**src/mcal_pkg.sv**
```systemverilog
// ----------------------------------------------------------------------------
// mcal_pkg: shared types and constants for the masked cosine angle loss block
// Payload structs, fixed-point constants and the CORDIC arctangent table.
// ----------------------------------------------------------------------------
package mcal_pkg;

	localparam int CordicSteps = 16;
	localparam int MaxPixels   = 1048576;
	localparam int CntW        = 21;
	localparam int SumW        = 36;
	localparam logic [CntW-1:0] CntCap = (MaxPixels < 2097151) ?
		CntW'(MaxPixels) : {CntW{1'b1}};
	localparam logic signed [17:0] PiQ12     = 18'sd12868;
	localparam logic signed [17:0] TwoPiQ12  = 18'sd25736;
	localparam logic signed [17:0] HalfPiQ12 = 18'sd6434;
	localparam logic signed [33:0] GainQ30   = 34'sd652032874;
	localparam logic signed [33:0] OneQ30    = 34'sd1073741824;

	localparam logic [15:0] RstWeight    = 16'd4096;
	localparam logic [15:0] RstThreshold = 16'hB000;

	typedef enum logic {
		REG_WEIGHT    = 1'b0,
		REG_THRESHOLD = 1'b1
	} reg_idx_t;

	typedef struct packed {
		logic signed [15:0] pred_angle;
		logic signed [15:0] true_angle;
		logic               last_pixel;
	} in_req_t;

	typedef struct packed {
		logic signed [15:0] grad_raw;
		logic               counted;
		logic               batch_done;
		logic [23:0]        loss_value;
		logic [20:0]        valid_count;
		logic [20:0]        grad_scale;
	} out_req_t;

	// classified item passed from front to back
	typedef struct packed {
		logic signed [15:0] angle;
		logic               flip;
		logic               valid;
		logic               last;
	} cls_t;

	function automatic logic signed [33:0] atan_q30(input logic [4:0] i);
		case (i)
			5'd0:  atan_q30 = 34'sd843314856;
			5'd1:  atan_q30 = 34'sd497837829;
			5'd2:  atan_q30 = 34'sd263043836;
			5'd3:  atan_q30 = 34'sd133525158;
			5'd4:  atan_q30 = 34'sd67021686;
			5'd5:  atan_q30 = 34'sd33543515;
			5'd6:  atan_q30 = 34'sd16775850;
			5'd7:  atan_q30 = 34'sd8388437;
			5'd8:  atan_q30 = 34'sd4194282;
			5'd9:  atan_q30 = 34'sd2097149;
			5'd10: atan_q30 = 34'sd1048575;
			5'd11: atan_q30 = 34'sd524287;
			5'd12: atan_q30 = 34'sd262143;
			5'd13: atan_q30 = 34'sd131071;
			5'd14: atan_q30 = 34'sd65535;
			5'd15: atan_q30 = 34'sd32767;
			5'd16: atan_q30 = 34'sd16383;
			5'd17: atan_q30 = 34'sd8191;
			5'd18: atan_q30 = 34'sd4095;
			5'd19: atan_q30 = 34'sd2047;
			5'd20: atan_q30 = 34'sd1023;
			5'd21: atan_q30 = 34'sd511;
			5'd22: atan_q30 = 34'sd255;
			5'd23: atan_q30 = 34'sd127;
			default: atan_q30 = '0;
		endcase
	endfunction

endpackage

```
**src/mcal_front.sv**
```systemverilog
// ----------------------------------------------------------------------------
// mcal_front: input classification
// Masks by threshold, wraps the angle difference and folds it to +-pi/2.
// ----------------------------------------------------------------------------
module mcal_front import mcal_pkg::*; (
	input  logic               clk,
	input  logic               arst_n,
	input  logic               in_valid,
	output logic               in_stall,
	input  in_req_t            in_data,
	input  logic signed [15:0] threshold,
	output logic               q_valid,
	input  logic               q_stall,
	output cls_t               q_data
);
	logic signed [17:0] d0, d1, d2;
	cls_t c;
	logic full_q;

	always_comb begin
		d0 = 18'(in_data.pred_angle) - 18'(in_data.true_angle);
		d1 = d0;
		for (int k = 0; k < 4; k++) begin
			if (d1 >= PiQ12) begin
				d1 = d1 - TwoPiQ12;
			end else if (d1 < -PiQ12) begin
				d1 = d1 + TwoPiQ12;
			end
		end
		d2 = d1;
		c.flip = 1'b0;
		if (d1 > HalfPiQ12) begin
			d2 = d1 - PiQ12;
			c.flip = 1'b1;
		end else if (d1 < -HalfPiQ12) begin
			d2 = d1 + PiQ12;
			c.flip = 1'b1;
		end
		c.angle = d2[15:0];
		c.valid = in_data.true_angle > threshold;
		c.last  = in_data.last_pixel;
	end

	// two-entry queue
	cls_t buf_q [2];
	logic [1:0] cnt_q;
	logic rd_ptr_q, wr_ptr_q;
	logic push, pop;

	assign full_q   = (cnt_q == 2'd2);
	assign in_stall = full_q;
	assign push     = in_valid && !full_q;
	assign q_valid  = (cnt_q != 2'd0);
	assign pop      = q_valid && !q_stall;
	assign q_data   = buf_q[rd_ptr_q];

	always_ff @(posedge clk) begin
		if (push) begin
			buf_q[wr_ptr_q] <= c;
		end
	end

	always_ff @(posedge clk or negedge arst_n) begin
		if (!arst_n) begin
			cnt_q    <= '0;
			rd_ptr_q <= 1'b0;
			wr_ptr_q <= 1'b0;
		end else begin
			if (push) begin
				wr_ptr_q <= !wr_ptr_q;
			end
			if (pop) begin
				rd_ptr_q <= !rd_ptr_q;
			end
			cnt_q <= cnt_q + 2'(push) - 2'(pop);
		end
	end
endmodule

```
**src/mcal_back.sv**
```systemverilog
// ----------------------------------------------------------------------------
// mcal_back: CORDIC, accumulation and batch division
// Iterative CORDIC one rotation a cycle, then restoring dividers for the
// batch loss and gradient scale.
// ----------------------------------------------------------------------------
module mcal_back import mcal_pkg::*; (
	input  logic        clk,
	input  logic        arst_n,
	input  logic        q_valid,
	output logic        q_stall,
	input  cls_t        q_data,
	input  logic [15:0] weight,
	output logic        out_valid,
	input  logic        out_stall,
	output out_req_t    out_data
);
	typedef enum logic [2:0] {ST_IDLE, ST_ROT, ST_POST, ST_MUL, ST_DIV, ST_OUT} st_t;

	st_t st_q, st_d;
	cls_t item_q;
	logic signed [33:0] x_q, y_q, z_q;
	logic [4:0] it_q;
	logic [SumW-1:0] sum_q;
	logic [CntW-1:0] cnt_q;
	logic [51:0] num_q;     // loss dividend, becomes quotient
	logic [41:0] den_q;     // divisor * 1024 (fits 31 bits)
	logic [51:0] rem_q;
	logic [20:0] snum_q, srem_q;
	logic [5:0] dcnt_q;
	logic signed [49:0] prod_q;
	out_req_t res_q;
	logic res_v_q;

	logic signed [33:0] xs, ys, s, cc, v;
	logic [52:0] rtry;
	logic [21:0] strry;
	logic [CntW-1:0] div_cnt;
	logic signed [49:0] gr;
	logic [SumW:0] sum_n;
	logic out_free;

	assign q_stall   = (st_q != ST_IDLE);
	assign out_valid = res_v_q;
	assign out_data  = res_q;
	assign out_free  = !res_v_q || !out_stall;

	always_comb begin
		xs = x_q >>> it_q;
		ys = y_q >>> it_q;
		s  = item_q.flip ? -y_q : y_q;
		cc = item_q.flip ? -x_q : x_q;
		v  = OneQ30 - cc;
		if (v < 0) begin
			v = '0;
		end
		sum_n = {1'b0, sum_q} + (SumW+1)'((v + 34'sd32768) >>> 16);
		gr = (prod_q + 50'sd536870912) >>> 30;
		div_cnt = (cnt_q == '0) ? CntW'(1) : cnt_q;
		rtry  = {rem_q, num_q[51]} - {11'd0, den_q};
		strry = {srem_q, snum_q[20]} - {1'b0, div_cnt};
	end

	always_comb begin
		st_d = st_q;
		case (st_q)
			ST_IDLE: if (q_valid) st_d = q_data.valid ? ST_ROT :
				(q_data.last ? ST_MUL : ST_OUT);
			ST_ROT:  if (it_q == 5'(CordicSteps - 1)) st_d = ST_POST;
			ST_POST: st_d = item_q.last ? ST_MUL : ST_OUT;
			ST_MUL:  st_d = ST_DIV;
			ST_DIV:  if (dcnt_q == 6'd51) st_d = ST_OUT;
			ST_OUT:  if (out_free) st_d = ST_IDLE;
			default: st_d = ST_IDLE;
		endcase
	end

	always_ff @(posedge clk or negedge arst_n) begin
		if (!arst_n) begin
			st_q    <= ST_IDLE;
			sum_q   <= '0;
			cnt_q   <= '0;
			res_v_q <= 1'b0;
		end else begin
			st_q <= st_d;
			if (res_v_q && !out_stall) begin
				res_v_q <= 1'b0;
			end
			if (st_q == ST_POST) begin
				sum_q <= sum_n[SumW] ? {SumW{1'b1}} : sum_n[SumW-1:0];
				if (cnt_q < CntCap) begin
					cnt_q <= cnt_q + 1'b1;
				end
			end
			if (st_q == ST_OUT && out_free) begin
				res_v_q <= 1'b1;
				if (item_q.last) begin
					sum_q <= '0;
					cnt_q <= '0;
				end
			end
		end
	end

	always_ff @(posedge clk) begin
		case (st_q)
			ST_IDLE: begin
				item_q <= q_data;
				x_q    <= GainQ30;
				y_q    <= '0;
				z_q    <= 34'(q_data.angle) <<< 18;
				it_q   <= '0;
				prod_q <= '0;
			end
			ST_ROT: begin
				if (!z_q[33]) begin
					x_q <= x_q - ys;
					y_q <= y_q + xs;
					z_q <= z_q - atan_q30(it_q);
				end else begin
					x_q <= x_q + ys;
					y_q <= y_q - xs;
					z_q <= z_q + atan_q30(it_q);
				end
				it_q <= it_q + 1'b1;
			end
			ST_POST: prod_q <= $signed({1'b0, weight}) * s;
			ST_MUL: begin
				num_q  <= weight * sum_q;
				den_q  <= {11'd0, div_cnt, 10'd0};
				rem_q  <= '0;
				snum_q <= 21'h100000;
				srem_q <= '0;
				dcnt_q <= '0;
			end
			ST_DIV: begin
				if (!rtry[52]) begin
					rem_q <= rtry[51:0];
					num_q <= {num_q[50:0], 1'b1};
				end else begin
					rem_q <= {rem_q[50:0], num_q[51]};
					num_q <= {num_q[50:0], 1'b0};
				end
				if (dcnt_q < 6'd21) begin
					if (!strry[21]) begin
						srem_q <= strry[20:0];
						snum_q <= {snum_q[19:0], 1'b1};
					end else begin
						srem_q <= {srem_q[19:0], snum_q[20]};
						snum_q <= {snum_q[19:0], 1'b0};
					end
				end
				dcnt_q <= dcnt_q + 1'b1;
			end
			ST_OUT: begin
				if (out_free) begin
					res_q.counted    <= item_q.valid;
					res_q.batch_done <= item_q.last;
					if (!item_q.valid) begin
						res_q.grad_raw <= '0;
					end else if (gr > 50'sd32767) begin
						res_q.grad_raw <= 16'sh7FFF;
					end else if (gr < -50'sd32768) begin
						res_q.grad_raw <= 16'sh8000;
					end else begin
						res_q.grad_raw <= gr[15:0];
					end
					if (item_q.last) begin
						res_q.loss_value  <= (num_q[51:24] != '0) ? 24'hFFFFFF : num_q[23:0];
						res_q.valid_count <= cnt_q;
						res_q.grad_scale  <= snum_q;
					end else begin
						res_q.loss_value  <= '0;
						res_q.valid_count <= '0;
						res_q.grad_scale  <= '0;
					end
				end
			end
			default: ;
		endcase
	end
endmodule

```
**src/masked_cosine_angle_loss.sv**
```systemverilog
// ----------------------------------------------------------------------------
// masked_cosine_angle_loss: masked 1-cos angle loss with CORDIC gradients
// The back end handles one pixel at a time: a counted pixel is accepted, takes
// 16 CORDIC rotations, is accumulated and gives a result; an ignored one is
// accepted and gives a result. The final pixel of a batch adds the bit-serial
// loss and scale division. Results leave through one output register, so the
// back end only waits when a finished result finds the previous one still
// held. The front end classifies and queues two pixels in registers.
// ----------------------------------------------------------------------------
module masked_cosine_angle_loss import mcal_pkg::*; (
	input  logic        clk,
	input  logic        arst_n,
	input  logic        in_valid,
	output logic        in_stall,
	input  in_req_t     in_data,
	output logic        out_valid,
	input  logic        out_stall,
	output out_req_t    out_data,
	input  logic        cfg_we,
	input  logic [1:0]  cfg_index,
	input  logic [15:0] cfg_data
);
	logic [15:0] weight_q;
	logic [15:0] thr_q;
	logic q_valid, q_stall;
	cls_t q_data;

	always_ff @(posedge clk or negedge arst_n) begin
		if (!arst_n) begin
			weight_q <= RstWeight;
			thr_q    <= RstThreshold;
		end else if (cfg_we && !cfg_index[1]) begin
			case (reg_idx_t'(cfg_index[0]))
				REG_WEIGHT:    weight_q <= cfg_data;
				REG_THRESHOLD: thr_q    <= cfg_data;
				default: ;
			endcase
		end
	end

	mcal_front u_front (
		.clk, .arst_n, .in_valid, .in_stall, .in_data,
		.threshold(signed'(thr_q)),
		.q_valid, .q_stall, .q_data
	);

	mcal_back u_back (
		.clk, .arst_n, .q_valid, .q_stall, .q_data,
		.weight(weight_q),
		.out_valid, .out_stall, .out_data
	);
endmodule
```
**config.mk**
```make
export PLATFORM = sky130hd
export DESIGN_NAME = masked_cosine_angle_loss
export DESIGN_NICKNAME = d
export VERILOG_FILES = /design/src/mcal_pkg.sv /design/src/mcal_front.sv /design/src/mcal_back.sv /design/src/masked_cosine_angle_loss.sv
export SDC_FILE = /design/constraint.sdc
export NUM_CORES = 2
export LEC_CHECK = 0
export BUFFER_PORTS_ARGS = -buffer_cell sky130_fd_sc_hd__buf_2
export CAP_MARGIN = 10
export CORE_MARGIN = 3
export CORE_UTILIZATION = 24
export CTS_CLUSTER_SIZE = 8
export DETAILED_ROUTE_END_ITERATION = 6
export PLACE_DENSITY = 0.38
export SLEW_MARGIN = 20
export SYNTH_ARGS = -nofsm -noshare
export SYNTH_HDL_FRONTEND = slang
export SYNTH_SLANG_ARGS = --single-unit
```
**constraint.sdc**
```tcl
create_clock -name clk -period 22.6 [get_ports clk]
set_input_delay 5.65 -clock clk [delete_from_list [all_inputs] [get_ports clk]]
set_output_delay 5.65 -clock clk [all_outputs]
set_load 0.005 [all_outputs]
```
==> metrics.csv <==
stage,metric,value,unit
worst_setup_path,WS Path Type,input pin to flip-flop,
synthesis,post-synthesis mux area share,0.0325,
timing,Rel. slew slack,0.214,
final_layout,final net count,9935,
run,max cap viols,0,
final_layout,Area Overhead vs Synth,10.4,%
timing,setup TNS,0,ps
outcome,status,completed,
detailed_routing,final wirelength,239000,um
timing,Setup Skew,73.3,ps
detailed_routing,initial DRC count,3193,
clock_network,clock latency on the worst-skew pair,800,ps
synthesis,Synth Cell Area,0.0768,sq mm
worst_setup_path,Worst Path Max Fanout,17,
clock_network,hold buffer count at CTS,0,
worst_hold_path,Min-Delay Path Class,flip-flop to flip-flop,
global_route,first-pass GRT wire length,377000,um
synthesis,number of synthesis warnings,0,
synthesis,XOR/XNOR share of the synthesized area,0.0579,
synthesis,most common cell in the netlist,inv_1,
floorplan,Initial Utilization,0.241,
synthesis,Post-synth EDFFs,426,
timing,Least-Margin Pin Slew,1150,ps
global_route,vias in the first global route,61991,
synthesis,post-synthesis sequential area ratio,0.206,
synthesis,Post-synth ARST share,0.175,
worst_setup_path,Reg2Reg Depth,33,
synthesis,ys flop type,edfxtp_1,
global_route,gr usage total,0.147,
synthesis,Mapped Cells,8503,
detailed_routing,vias per cell,4.57,
floorplan,Boundary Pins,142,
floorplan,DIE WIDTH,572,um
timing,"Period Utilization, post-route",0.737,
global_route,Overflow after GRT,0,
synthesis,"area leader, netlist",fa_1,
worst_setup_path,reg2reg start,u_back.y_q[0],
synthesis,Yosys cell types,116,
timing,Final min period,16650,ps
placement,Detailed Place HPWL,182000,um
synthesis,Compound-Gate Fraction of Synth Area,0.116,
placement,port bufs,141,
worst_setup_path,Worst R2R End,u_back.prod_q[49],
final_layout,Finished Core Util,0.266,
timing,Final Hold Viols,0,
clock_network,H-tree depth,3,
floorplan,Die Y,572,um
timing,f_max,0.0601,GHz
clock_network,CTS tree,done,
clock_network,CTS Sinks,553,
synthesis,mean post-synth cell area,9.03,sq um
synthesis,Syn Nets,10016,
synthesis,synth cell count leaders,"1245 x inv_1, 1173 x nand2_1, 991 x fa_1, 525 x nor2_1, 467 x and2_1",
timing,"Slew Viols, Final",0,
detailed_routing,Antenna Nets Post-Route,0,
synthesis,top-area cell type share of the netlist area,0.258,
clock_network,Clock Pin Slew Worst Setup and Hold Paths,50,ps
worst_setup_path,Worst setup SP type,input pin,
global_route,largest net degree at the start of global routing,84,
worst_setup_path,launch point of the worst path,in_data[17],
floorplan,die footprint,0.327,sq mm
synthesis,main combinational cell family by area after synthesis,adder cells,
worst_setup_path,critical path capture point type,flip-flop,
detailed_routing,drc violations,0,
worst_setup_path,Worst EP arrival,17170,ps
clock_network,Post-CTS Setup Bufs,0,
timing,RSZ-0062 raised after global routing,no,
clock_network,clk root buf,clkbuf_16,
global_route,initial antenna violation count,8,
timing,final setup vio count,0,
final_layout,# fillers,34125,
synthesis,main area contributors after synthesis,"fa_1 26%, edfxtp_1 17%, ha_1 7.6%",
worst_setup_path,Worst Path Required,23120,ps
synthesis,Synth Area in Simple Gates,0.169,
floorplan,Core Region,0.318,sq mm
placement,GP Congestion,0.830,
worst_setup_path,CP Capture Point,u_front.buf_q[0][6],
final_layout,share of cells above drive strength 1,0.0727,
synthesis,Seq cells post-synth,553,
worst_setup_path,slowest CP cell,a2111oi_0,
floorplan,Core Rows,207,
clock_network,Bufs on Longest Clock Path,4,
timing,final hold slack,482,ps
synthesis,Synth Area in Adders,0.334,
detailed_routing,Via Count,57973,
worst_setup_path,CP max stage delay,1050,ps
worst_setup_path,"reg-to-reg slack, setup",11990,ps
clock_network,number of CTS-inserted buffers,89,
clock_network,CTS resizes,0,
detailed_routing,TritonRoute pass-1 iters,5,
detailed_routing,Wirelength per Cell,18.9,um
through the flow:
stage | area [sq um] | instances | worst slack [ps]
floorplan | 76800 | 8503 | 8810
global placement | 82100 | 12511 | 5060
detailed placement | 82100 | 12511 | 5130
CTS | 84700 | 12670 | 5950
global route | 84700 | 12671 | 5200
finish | 84800 | 12674 | 5950
sequential cells by signal, summed over array words and instances (netlist names), 34 cells and up, named ones only:
name,flops
u_back.out_data,84
u_back.sum_q,36
u_back.y_q,34
u_back.x_q,34
u_back.z_q,34
u_front.buf_q,38
u_back.num_q,52
u_back.rem_q,52
worst max-delay path, delay by kind of cell:
family	cells	cell delay [ps]
fa+ha+maj	2	940
compound gates	19	7080
xor+xnor	1	730
buf+inv	3	270
simple gates	7	2440
per-layer routing:
| metal | share of wire | track usage |
|---|---|---|
| met1 | 0.49 | 0.211 |
| met4 | 0.019 | 0.0297 |
| met5 | 0.0012 | 0 |
| met3 | 0.025 | 0.0114 |
| met2 | 0.46 | 0.242 |
placed cells by master (no fill, tap or decap), drive strengths merged, types with 53 or more instances in the layout:
cell and n:
dfrtp 93, nor3 117, o21ai 266, nand3 88, fa 991, ha 466, o21a 92, inv 1250
or3 59, clkbuf 148, xnor2 317, and3 66, xor2 184, o21bai 67, buf 276, edfxtp 426
a21o 97, a21oi 364, and2 469, nor2 527, nand2 1174, a211oi 54, mux2i 104, mux2 53
cells by family (layout without fill, tap and decap cells):
| logic type | count (synthesis) | count (layout) |
|---|---|---|
| DFF | 553 | 553 |
| muxes | 195 | 195 |
| AOI/OAI and AO/OA | 1325 | 1325 |
| buffers and inverters | 1697 | 1684 |
| and+or+nand+nor | 2775 | 2775 |
| other | 0 | 4 |
| xor gates and xnor gates | 501 | 501 |
| adders and majority gates | 1457 | 1457 |
layout make-up:
type | count | area, sq um | share of cell area
Clock inverter | 11 | 119 | 0.00140
Sequential cell | 553 | 15800 | 0.187
Clock buffer | 148 | 2490 | 0.0294
Tap cell | 4180 | 5230 | 0.0617
Antenna cell | 4 | 10.0 | 0.000118
Inverter | 1249 | 4690 | 0.0553
Multi-Input combinational cell | 6253 | 54600 | 0.645
Timing Repair Buffer | 276 | 1730 | 0.0204
worst min path at each step:
stage                     start               end  cells past startpoint
6_report        u_back.rem_q[3]   u_back.rem_q[4]                      1
5_1_grt         u_back.rem_q[5]   u_back.rem_q[6]                      1
4_1_cts         u_back.rem_q[3]   u_back.rem_q[4]                      1
3_5_place_dp           thr_q[3]          thr_q[3]                      1
3_3_place_gp           thr_q[2]          thr_q[2]                      1
2_1_floorplan  u_front.wr_ptr_q  u_front.wr_ptr_q                      1
Power is left out: the tool's default activity adds up to more than one toggle a clock period on the data nets, which glitch-free logic cannot reach.
